## src/hw/rtl/assert_macros.svh

```systemverilog
// assertion macros used by the top rtl file of the decoder
// no dependencies
`ifndef ASSERT_MACROS_SVH
`define ASSERT_MACROS_SVH

// property must hold at every clock edge outside reset
`define ASSERT_ALWAYS(lbl, clk, rst, prop) \
   lbl: assert property (@(posedge clk) disable iff (rst) (prop)) \
      else $error("assertion failed: property does not hold");

// consequent must hold in the cycle after the antecedent
`define ASSERT_NEXT(lbl, clk, rst, ante, cons) \
   lbl: assert property (@(posedge clk) disable iff (rst) (ante) |=> (cons)) \
      else $error("assertion failed: next-cycle check");

`endif

```

## src/hw/rtl/b64sd_pkg.sv

```systemverilog
// shared types and constants of the strict base64 decoder
// no dependencies
`timescale 1ns / 1ps

package b64sd_pkg;

   localparam int B64SD_QUEUE_DEPTH = 4;

   // status codes, lowest applicable code wins
   localparam logic [2:0] ST_OK        = 3'd0;
   localparam logic [2:0] ST_BAD_SYM   = 3'd1;
   localparam logic [2:0] ST_EARLY_PAD = 3'd2;
   localparam logic [2:0] ST_PAD_ORDER = 3'd3;
   localparam logic [2:0] ST_PAD_BITS  = 3'd4;
   localparam logic [2:0] ST_ZERO_BYTE = 3'd5;

   // one classified group, queued between front and back
   typedef struct packed {
      logic [7:0] byte0;
      logic [7:0] byte1;
      logic [7:0] byte2;
      logic [1:0] byte_count;
      logic [2:0] status;
      logic       last_group;
   } entry_type;

   // one result as delivered
   typedef struct packed {
      entry_type  entry;
      logic       message_failed;
   } result_type;

endpackage

```

## src/hw/rtl/b64sd_front.sv

```systemverilog
// front part: accepts groups, decodes symbols and classifies each group
// depends on b64sd_pkg
`timescale 1ns / 1ps

module b64sd_front
   import b64sd_pkg::*;
(
   input  logic        clock,
   input  logic        reset,
   input  logic        req_tvalid,
   output logic        req_tready,
   input  logic [31:0] req_tdata,
   input  logic        req_tlast,
   input  logic        csr_valid,
   output logic        csr_ready,
   input  logic        csr_data,
   input  logic        q_ready,
   output logic        q_push,
   output entry_type   q_entry
);

   localparam logic [7:0] CH_PAD     = 8'h3D;
   localparam logic [7:0] CH_PLUS    = 8'h2B;
   localparam logic [7:0] CH_SLASH   = 8'h2F;
   localparam logic [7:0] CH_UPPER_A = 8'h41;
   localparam logic [7:0] CH_UPPER_Z = 8'h5A;
   localparam logic [7:0] CH_LOWER_A = 8'h61;
   localparam logic [7:0] CH_LOWER_Z = 8'h7A;
   localparam logic [7:0] CH_DIGIT_0 = 8'h30;
   localparam logic [7:0] CH_DIGIT_9 = 8'h39;
   localparam logic [7:0] LOWER_OFS  = CH_LOWER_A - 8'd26;
   localparam logic [7:0] DIGIT_OFS  = 8'd52 - CH_DIGIT_0;
   localparam logic [6:0] SYM_BAD    = 7'h40;

   // bit 6 flags a character outside the alphabet
   function automatic logic [6:0] sym_value(input logic [7:0] ch);
      logic [7:0] diff;
      logic [6:0] val;
      diff = 8'd0;
      val  = SYM_BAD;
      if (ch >= CH_UPPER_A && ch <= CH_UPPER_Z) begin
         diff = ch - CH_UPPER_A;
         val  = {1'b0, diff[5:0]};
      end else if (ch >= CH_LOWER_A && ch <= CH_LOWER_Z) begin
         diff = ch - LOWER_OFS;
         val  = {1'b0, diff[5:0]};
      end else if (ch >= CH_DIGIT_0 && ch <= CH_DIGIT_9) begin
         diff = ch + DIGIT_OFS;
         val  = {1'b0, diff[5:0]};
      end else if (ch == CH_PLUS) begin
         val = 7'd62;
      end else if (ch == CH_SLASH) begin
         val = 7'd63;
      end
      return val;
   endfunction

   logic        reject_zero_ff;
   logic        reject_zero_in;
   logic [7:0]  s0, s1, s2, s3;
   logic        p2, p3;
   logic [6:0]  va, vb, vc, vd;
   logic [23:0] triple;
   logic [7:0]  b0, b1, b2;
   logic        in1, in2;
   logic        bad, zero_hit;
   logic [2:0]  status;

   assign csr_ready = 1'b1;
   assign req_tready = q_ready;
   assign q_push = req_tvalid & q_ready;

   always_comb begin
      reject_zero_in = reject_zero_ff;
      if (csr_valid) begin
         reject_zero_in = csr_data;
      end
   end

   always_ff @(posedge clock) begin
      if (reset) begin
         reject_zero_ff <= 1'b1;
      end else begin
         reject_zero_ff <= reject_zero_in;
      end
   end

   always_comb begin
      s0 = req_tdata[7:0];
      s1 = req_tdata[15:8];
      s2 = req_tdata[23:16];
      s3 = req_tdata[31:24];
      p2 = (s2 == CH_PAD);
      p3 = (s3 == CH_PAD);
      va = sym_value(s0);
      vb = sym_value(s1);
      vc = p2 ? 7'd0 : sym_value(s2);
      vd = p3 ? 7'd0 : sym_value(s3);
      bad = va[6] | vb[6] | vc[6] | vd[6];
      triple = {va[5:0], vb[5:0], vc[5:0], vd[5:0]};
      // byte1 lives unless both places pad, byte2 only without padding
      in1 = !(p2 && p3);
      in2 = !p2 && !p3;
      b0 = triple[23:16];
      b1 = in1 ? triple[15:8] : 8'd0;
      b2 = in2 ? triple[7:0] : 8'd0;
      zero_hit = reject_zero_ff &&
                 ((b0 == 8'd0) || (in1 && b1 == 8'd0) || (in2 && b2 == 8'd0));

      if (bad) begin
         status = ST_BAD_SYM;
      end else if (!req_tlast && (p2 || p3)) begin
         status = ST_EARLY_PAD;
      end else if (p2 && !p3) begin
         status = ST_PAD_ORDER;
      end else if ((p2 && vb[3:0] != 4'd0) || (p3 && !p2 && vc[1:0] != 2'd0)) begin
         status = ST_PAD_BITS;
      end else if (zero_hit) begin
         status = ST_ZERO_BYTE;
      end else begin
         status = ST_OK;
      end

      q_entry.byte0      = (status == ST_OK) ? b0 : 8'd0;
      q_entry.byte1      = (status == ST_OK) ? b1 : 8'd0;
      q_entry.byte2      = (status == ST_OK) ? b2 : 8'd0;
      q_entry.byte_count = (p2 && p3) ? 2'd1 : ((p2 || p3) ? 2'd2 : 2'd3);
      q_entry.status     = status;
      q_entry.last_group = req_tlast;
   end

endmodule

```

## src/hw/rtl/b64sd_queue.sv

```systemverilog
// short queue of classified groups between front and back
// depends on b64sd_pkg
`timescale 1ns / 1ps

module b64sd_queue
   import b64sd_pkg::*;
#(
   parameter int DEPTH = B64SD_QUEUE_DEPTH
) (
   input  logic      clock,
   input  logic      reset,
   input  logic      push,
   input  entry_type push_entry,
   output logic      push_ready,
   input  logic      pop,
   output logic      pop_valid,
   output entry_type pop_entry
);

   localparam int PTR_W = $clog2(DEPTH);
   localparam int CNT_W = $clog2(DEPTH + 1);
   localparam logic [PTR_W-1:0] PTR_LAST = PTR_W'(DEPTH - 1);
   localparam logic [CNT_W-1:0] CNT_FULL = CNT_W'(DEPTH);

   entry_type        mem [DEPTH];
   logic [PTR_W-1:0] wr_ptr_ff, wr_ptr_in;
   logic [PTR_W-1:0] rd_ptr_ff, rd_ptr_in;
   logic [CNT_W-1:0] count_ff, count_in;

   assign push_ready = (count_ff != CNT_FULL);
   assign pop_valid  = (count_ff != '0);
   assign pop_entry  = mem[rd_ptr_ff];

   always_comb begin
      wr_ptr_in = wr_ptr_ff;
      rd_ptr_in = rd_ptr_ff;
      count_in  = count_ff;
      if (push) begin
         wr_ptr_in = (wr_ptr_ff == PTR_LAST) ? '0 : wr_ptr_ff + PTR_W'(1);
      end
      if (pop) begin
         rd_ptr_in = (rd_ptr_ff == PTR_LAST) ? '0 : rd_ptr_ff + PTR_W'(1);
      end
      if (push && !pop) begin
         count_in = count_ff + CNT_W'(1);
      end else if (pop && !push) begin
         count_in = count_ff - CNT_W'(1);
      end
   end

   always_ff @(posedge clock) begin
      if (reset) begin
         wr_ptr_ff <= '0;
         rd_ptr_ff <= '0;
         count_ff  <= '0;
      end else begin
         wr_ptr_ff <= wr_ptr_in;
         rd_ptr_ff <= rd_ptr_in;
         count_ff  <= count_in;
      end
   end

   always_ff @(posedge clock) begin
      if (push) begin
         mem[wr_ptr_ff] <= push_entry;
      end
   end

endmodule

```

## src/hw/rtl/b64sd_back.sv

```systemverilog
// back part: tracks message failure and drives the result register
// depends on b64sd_pkg
`timescale 1ns / 1ps

module b64sd_back
   import b64sd_pkg::*;
(
   input  logic       clock,
   input  logic       reset,
   input  logic       q_valid,
   input  entry_type  q_entry,
   output logic       q_pop,
   output logic       out_valid,
   input  logic       out_ready,
   output result_type out_result
);

   logic       valid_ff, valid_in;
   result_type result_ff, result_in;
   logic       sticky_ff, sticky_in;
   logic       failed;

   assign q_pop      = q_valid & (!valid_ff | out_ready);
   assign out_valid  = valid_ff;
   assign out_result = result_ff;

   always_comb begin
      failed    = sticky_ff | (q_entry.status != ST_OK);
      valid_in  = valid_ff;
      sticky_in = sticky_ff;
      result_in = result_ff;
      if (valid_ff && out_ready) begin
         valid_in = 1'b0;
      end
      if (q_pop) begin
         valid_in                 = 1'b1;
         result_in.entry          = q_entry;
         result_in.message_failed = failed;
         // last item of a message starts the next one clean
         sticky_in = q_entry.last_group ? 1'b0 : failed;
      end
   end

   always_ff @(posedge clock) begin
      if (reset) begin
         valid_ff  <= 1'b0;
         sticky_ff <= 1'b0;
      end else begin
         valid_ff  <= valid_in;
         sticky_ff <= sticky_in;
      end
   end

   always_ff @(posedge clock) begin
      result_ff <= result_in;
   end

endmodule

```

## src/hw/rtl/base64_strict_decoder.sv

```systemverilog
// strict base64 decoder, one four-character group per item
// path: req acceptance writes the queue, then the result register drives rsp_tvalid
// throughput: one item per cycle while the queue is not full; the queue of QUEUE_DEPTH entries absorbs rsp stalls
// reset: synchronous, clears queue, result valid and failure flag; reject_zero_byte to 1
// depends on b64sd_pkg and assert_macros.svh
`timescale 1ns / 1ps
`include "assert_macros.svh"

module base64_strict_decoder
   import b64sd_pkg::*;
#(
   parameter int QUEUE_DEPTH = B64SD_QUEUE_DEPTH
) (
   input  logic        clock,
   input  logic        reset,
   input  logic        req_tvalid,
   output logic        req_tready,
   input  logic [31:0] req_tdata,  // sym0, sym1, sym2, sym3
   input  logic        req_tlast,  // end_of_message
   output logic        rsp_tvalid,
   input  logic        rsp_tready,
   output logic [31:0] rsp_tdata,  // byte0, byte1, byte2, byte_count, status, zero fill
   output logic        rsp_tuser,  // message_failed
   output logic        rsp_tlast,  // last_group
   input  logic        csr_valid,
   output logic        csr_ready,
   input  logic        csr_data    // reject_zero_byte
);

   entry_type  push_entry, pop_entry;
   logic       push, push_ready, pop, pop_valid;
   result_type result;

   b64sd_front u_front (
      .clock      (clock),
      .reset      (reset),
      .req_tvalid (req_tvalid),
      .req_tready (req_tready),
      .req_tdata  (req_tdata),
      .req_tlast  (req_tlast),
      .csr_valid  (csr_valid),
      .csr_ready  (csr_ready),
      .csr_data   (csr_data),
      .q_ready    (push_ready),
      .q_push     (push),
      .q_entry    (push_entry)
   );

   b64sd_queue #(
      .DEPTH (QUEUE_DEPTH)
   ) u_queue (
      .clock      (clock),
      .reset      (reset),
      .push       (push),
      .push_entry (push_entry),
      .push_ready (push_ready),
      .pop        (pop),
      .pop_valid  (pop_valid),
      .pop_entry  (pop_entry)
   );

   b64sd_back u_back (
      .clock      (clock),
      .reset      (reset),
      .q_valid    (pop_valid),
      .q_entry    (pop_entry),
      .q_pop      (pop),
      .out_valid  (rsp_tvalid),
      .out_ready  (rsp_tready),
      .out_result (result)
   );

   assign rsp_tdata = {3'd0, result.entry.status, result.entry.byte_count,
                       result.entry.byte2, result.entry.byte1, result.entry.byte0};
   assign rsp_tuser = result.message_failed;
   assign rsp_tlast = result.entry.last_group;

   `ASSERT_ALWAYS(a_fail_flags_message, clock, reset,
      !rsp_tvalid || result.entry.status == ST_OK || result.message_failed)
   `ASSERT_ALWAYS(a_fail_clears_bytes, clock, reset,
      !rsp_tvalid || result.entry.status == ST_OK ||
      (result.entry.byte0 == 8'd0 && result.entry.byte1 == 8'd0 &&
       result.entry.byte2 == 8'd0))
   `ASSERT_ALWAYS(a_count_nonzero, clock, reset,
      !rsp_tvalid || result.entry.byte_count != 2'd0)
   `ASSERT_NEXT(a_push_lands_in_queue, clock, reset, push, pop_valid)

endmodule
```

## config.mk

```make
export PLATFORM = sky130hd
export DESIGN_NAME = base64_strict_decoder
export DESIGN_NICKNAME = d
export VERILOG_FILES = /design/src/hw/rtl/b64sd_pkg.sv /design/src/hw/rtl/b64sd_front.sv /design/src/hw/rtl/b64sd_queue.sv /design/src/hw/rtl/b64sd_back.sv /design/src/hw/rtl/base64_strict_decoder.sv
export VERILOG_INCLUDE_DIRS = /design/src /design/src/hw/rtl
export SDC_FILE = /design/constraint.sdc
export NUM_CORES = 1
export LEC_CHECK = 0
export BUFFER_PORTS_ARGS = -buffer_cell sky130_fd_sc_hd__buf_2
export CORE_AREA = 2 2 123 155
export DETAILED_ROUTE_END_ITERATION = 6
export DIE_AREA = 0 0 125 157
export GPL_TIMING_DRIVEN = 1
export PLACE_DENSITY = 0.69
export SLEW_MARGIN = 20
export SYNTH_ARGS = -nofsm -noshare
export SYNTH_HDL_FRONTEND = slang
export SYNTH_HIERARCHICAL = 1
export SYNTH_SLANG_ARGS = --single-unit
```

## constraint.sdc

```tcl
create_clock -name clock -period 3.8 [get_ports clock]
set_clock_uncertainty 0.05 [all_clocks]
set_input_delay 0.57 -clock clock [delete_from_list [all_inputs] [get_ports clock]]
set_output_delay 0.57 -clock clock [all_outputs]
set_load 0.05 [all_outputs]
```

# After elaboration in Yosys (flattened, before gate mapping)
# Memories as Yosys holds them, arrays and structs flattened. A register that Yosys moved wholly into a read port is not among the register bits.
# Index checks and enable logic that the tools add are counted.
# classes
addsub,16
magnitude_cmp,24
eq_ne,13
muxes,45
bitwise_logic,7
reduce_logical,46
# op_table
operator,count
7-bit two-way mux,22
"8-bit by 6-bit equality test with 1-bit output, second input constant",10
"8-bit by 7-bit >= comparator with 1-bit output, second input constant",8
"8-bit by 7-bit <= comparator with 1-bit output, second input constant",8
8-bit two-way mux,5
"8-bit by 6-bit >= comparator with 1-bit output, second input constant",4
"8-bit by 6-bit <= comparator with 1-bit output, second input constant",4
1-bit logical AND,25
"6-bit by 3-bit adder with 6-bit output, second input constant",4
8-bit zero test,3
"6-bit by 1-bit subtractor with 6-bit output, second input constant",4
"6-bit by 3-bit subtractor with 6-bit output, second input constant",4
3-bit two-way mux,7
2-bit two-way mux,5
1-bit zero test,7
1-bit two-way mux,6
2-bit nonzero test,3
3-bit nonzero test,2
1-bit bitwise OR,5
"2-bit by 1-bit adder with 2-bit output, second input constant",2
"2-bit equality test, second input constant",2
1-bit logical OR,4
4-bit nonzero test,1
"3-bit by 1-bit adder with 3-bit output, second input constant",1
other kinds (4),5
# totals
regBits,41
mem_bits_rw,120
output_inout_bits,37
memories,1
# mem_list
memory,words,width,read_ports,rd_clocked_by_memory_dff,wr,line_no,source
u_queue.mem,4,30,1,1,1,b64sd_queue.sv:25,entry_type mem [DEPTH];

# Longest topological paths before layout
# depth
ltp_word,20
mapped_depth,15

# Cells and area by module
# Netlist, hierarchy kept.
# modules_own_cells
mod,instances,cells_per_inst,area_per_inst_um2,seq_area_each_um2
b64sd_queue,1,201,4769.6,3783.6
b64sd_front,1,384,2708.8,20.0
b64sd_back,1,41,1029.7,970.9
base64_strict_decoder,1,4,26.3,0.0

# Worst setup path before layout
# OpenSTA, ideal clock, no wires.
# synth_timing
path_type,input -> register
start,input req_tdata[10]
end,memory u_queue/mem[0][9] (netlist bit) (data pin)
setup_time_ps,225
t_arrival_ps,3019
t_required_ps,3525
path_slack_ps,506
stages,13
path_buffers,2
cell_sequence,clkbuf_1 inv_1 ha_1 a21o_1 a31oi_2 a32oi_1 o221ai_1 nor4b_2 a21oi_1 a21oi_2 nand3_2 buf_6 a311oi_1
# synth_rtl
item,line_no,source
from (decl),base64_strict_decoder.sv:18,"input logic [31:0] req_tdata,"
to (decl),b64sd_queue.sv:25,

==> run metrics <==
outcome=finished, final reports clean; antenna cells=0; Final Instance Count excl. Fillers=955; crit path launch type=primary input; DRT Pass-1 Iters=4; Setup Fix Bufs, Post-CTS=0; Clock transition at path regs=0.06 ns; hold_buf cts=0; reg2reg start=u_queue/count_ff[1]; initial DRC count=413; largest net degree at the start of global routing=35; Synth area leader=edfxtp_1; Crit Path Max Fanout=20; Rows=55; sequential-to-total area share from yosys stat=0.559; Worst Hold Path EP=u_front/reject_zero_ff; peak supply drop=0.000346 V; CP Class=primary input to register; Setup-failing EPs final=0; Storage cell area=4780 um^2; ranking of synthesized cells by area=edfxtp_1, mux4_2, ha_1; Yosys reg bits=163; Fmax achieved=289 MHz; Chip Width=125 um; dpl cells=923; Cells after Synth=630; wire length of the first global-routing pass=28.8 mm; PwrDens=622 nW/um^2; slowest stage delay, CP=0.48 ns; vias=5633; initial core utilization=0.473; Max Buffers Root-to-Sink=2; GRT Total Usage=0.185; multi-input logic area=3470 um^2; Required @ worst endpoint=3.89 ns; unrepaired setup endpoints after global routing=false; Tmin final=3.47 ns; nets@finish=797; io pins=76; hpwl dp=13.0 mm; routability cong.=0.852; H-tree levels=4; Residual DRC=0; CP Capture Type=register; share of the synthesized area in the top cell type=0.531; CTS tree=yes; DIE HEIGHT=157 um; Max Slew Vio Count=0; Antenna Nets Post-Route=0; period utilisation layout=0.912; share of layout cells above drive strength 1=0.250; GR Overflow Total=0; R2R cell count=9; Post-Syn Area=8530 um^2; Final Util=0.541; Core Region=18000 um^2; synth-to-layout area growth=14.3%; Port-buffer cells=71; number of CTS-inserted buffers=17; Hold Startpoint=csr_data; antenna violations before repair=0; Slowest cell on crit path=or4_1; fillers=1485; Slew @ Worst Pin=0.853 ns; R2R Setup Slk=1.40 ns; Avg Cell Area, Syn=13.5 um^2; RR Endpoint=u_queue/count_ff[2]; Routed WL per cell=18.8 um; Clk Tree Root Cell=clkbuf_16; Clock Latency Late Sink=0.41 ns; final hold viol count=0; Slew headroom=0.431; die area=19600 um^2; CTS Sinks=163; worst min path class=primary input to register; number of synthesized flops with an enable pin=151; vias per cell=5.90; post-synth cell types=80; share of flip-flops with an asynchronous set or reset=0; vias in the first global route=5569; yosys warns=6; CTS resizes=0; hold depth=2; LEAKAGE=3.52 nW; CP arrival=3.55 ns; drt total wl=17.9 mm; max-cap violations=0; Primary FF master, synth=edfxtp_1; cell breakdown of the critical path=buf_2 -> inv_1 -> ha_1 -> a21o_1 -> a31o_2 -> or4_1 -> a31oi_1 -> nor4_1 -> nand4_1 -> and3_1 -> nand3_2 -> buf_12 -> nor3b_1
==> stage by stage <==
stage / setup slack, ns / cell area [um^2] / hold slack, ns / setup TNS [ns] / power, mW
after global placement: 0.0132 / 9160 / 0.428 / 0 / 4.42
after detailed placement: -0.0576 / 9160 / 0.466 / -0.468 / 4.46
after floorplan: 0.506 / 8540 / 0.410 / 0 / 4.02
after global routing: 0.0915 / 9760 / 0.318 / 0 / 6.32
final: 0.334 / 9760 / 0.320 / 0 / 6.06
after CTS: 0.350 / 9760 / 0.298 / 0 / 6.14
==> critical path: cells and delay by family <==
family	cells	cell delay (ns)
AO/OA/AOI/OAI	3	0.76
buffers and inverters	3	0.46
adder cells (fa/ha/maj)	1	0.29
AND/OR/NAND/NOR	6	1.46
==> power by group <==
part,switching (mW),internal (mW),leakage (nW),total (mW)
Combinational,1.28,0.603,1.80,1.88
Sequential,0.133,2.38,1.45,2.51
Clock,0.644,1.03,0.277,1.67
Total,2.05,4.01,3.52,6.06
==> synthesized netlist by cell type, drive strengths merged, types with 6 or more instances <==
library cell,instances
xor2,6
nand2,28
o21ai,11
and3,9
xnor2,13
a31oi,12
nor3b,11
nor3,15
ha,43
nand2b,7
inv,33
nor2b,11
dfxtp,12
mux4,30
and2,13
nand3,28
a21oi,28
edfxtp,151
o211ai,7
o221ai,6
a21o,7
nor2,31
nand4,13
buf,21
==> layout by cell type (no fill, tap or decap), types with 8 or more instances in the layout <==
master | Yosys | layout
edfxtp_1 | 151 | 151
buf_2 | 9 | 71
ha_1 | 43 | 43
inv_1 | 32 | 32
nor2_1 | 31 | 31
mux4_2 | 30 | 30
nand2_1 | 28 | 28
a21oi_1 | 27 | 27
nand3_1 | 26 | 26
clkbuf_16 | 0 | 17
buf_4 | 7 | 17
xnor2_1 | 13 | 13
nand4_1 | 12 | 12
dfxtp_1 | 12 | 11
nor2b_1 | 11 | 11
a31oi_1 | 10 | 10
and2_1 | 13 | 9
and3_1 | 9 | 9
nor3b_1 | 8 | 8
nor3_1 | 8 | 8
==> registers in the layout, summed over array words and instances (netlist names), named ones only <==
signal	count
u_queue/rd_ptr_ff	2
u_queue/mem	120
u_back/sticky_ff	1
u_queue/wr_ptr_ff	2
u_queue/count_ff	3
u_back/out_valid	1
u_back/out_result	31
u_front/reject_zero_ff	1
==> cell type report <==
class                           instances  share of cell area
Sequential cell                       163               0.490
Inverter                               33              0.0127
Timing Repair Buffer                   89              0.0516
Multi-Input combinational cell        410               0.356
Tap cell                              228              0.0292
Clock inverter                         14              0.0168
Clock buffer                           18              0.0440
==> layer usage <==
metal,track usage,part of all wire
met4,0.0677,0.021
met5,0,0
met2,0.324,0.51
met3,0.0350,0.056
met1,0.230,0.41
==> logic make-up after synthesis <==
kind of cell,Yosys count,synth area share
and+or+nand+nor,191,0.135
DFF,163,0.559
AOI/OAI and AO/OA,117,0.0994
buffers and inverters,59,0.0349
adders and majority gates,44,0.0654
muxes,35,0.0850
xor gates and xnor gates,19,0.0195
other,2,0.000880
==> worst max-delay path by stage <==
stage | from | endpoint | slack (ns) | cells past startpoint
global placement | req_tdata[26] | u_queue/mem[0][12] | 0.01 | 14
CTS | req_tdata[26] | u_queue/mem[2][12] | 0.35 | 14
global route | req_tdata[26] | u_queue/mem[2][18] | 0.09 | 13
detailed placement | req_tdata[26] | u_queue/mem[2][18] | -0.06 | 13
finish | req_tdata[26] | u_queue/mem[2][18] | 0.33 | 13
floorplan | req_tdata[10] | u_queue/mem[0][9] | 0.51 | 13
Note: power is estimated with default switching activity, not from simulation.
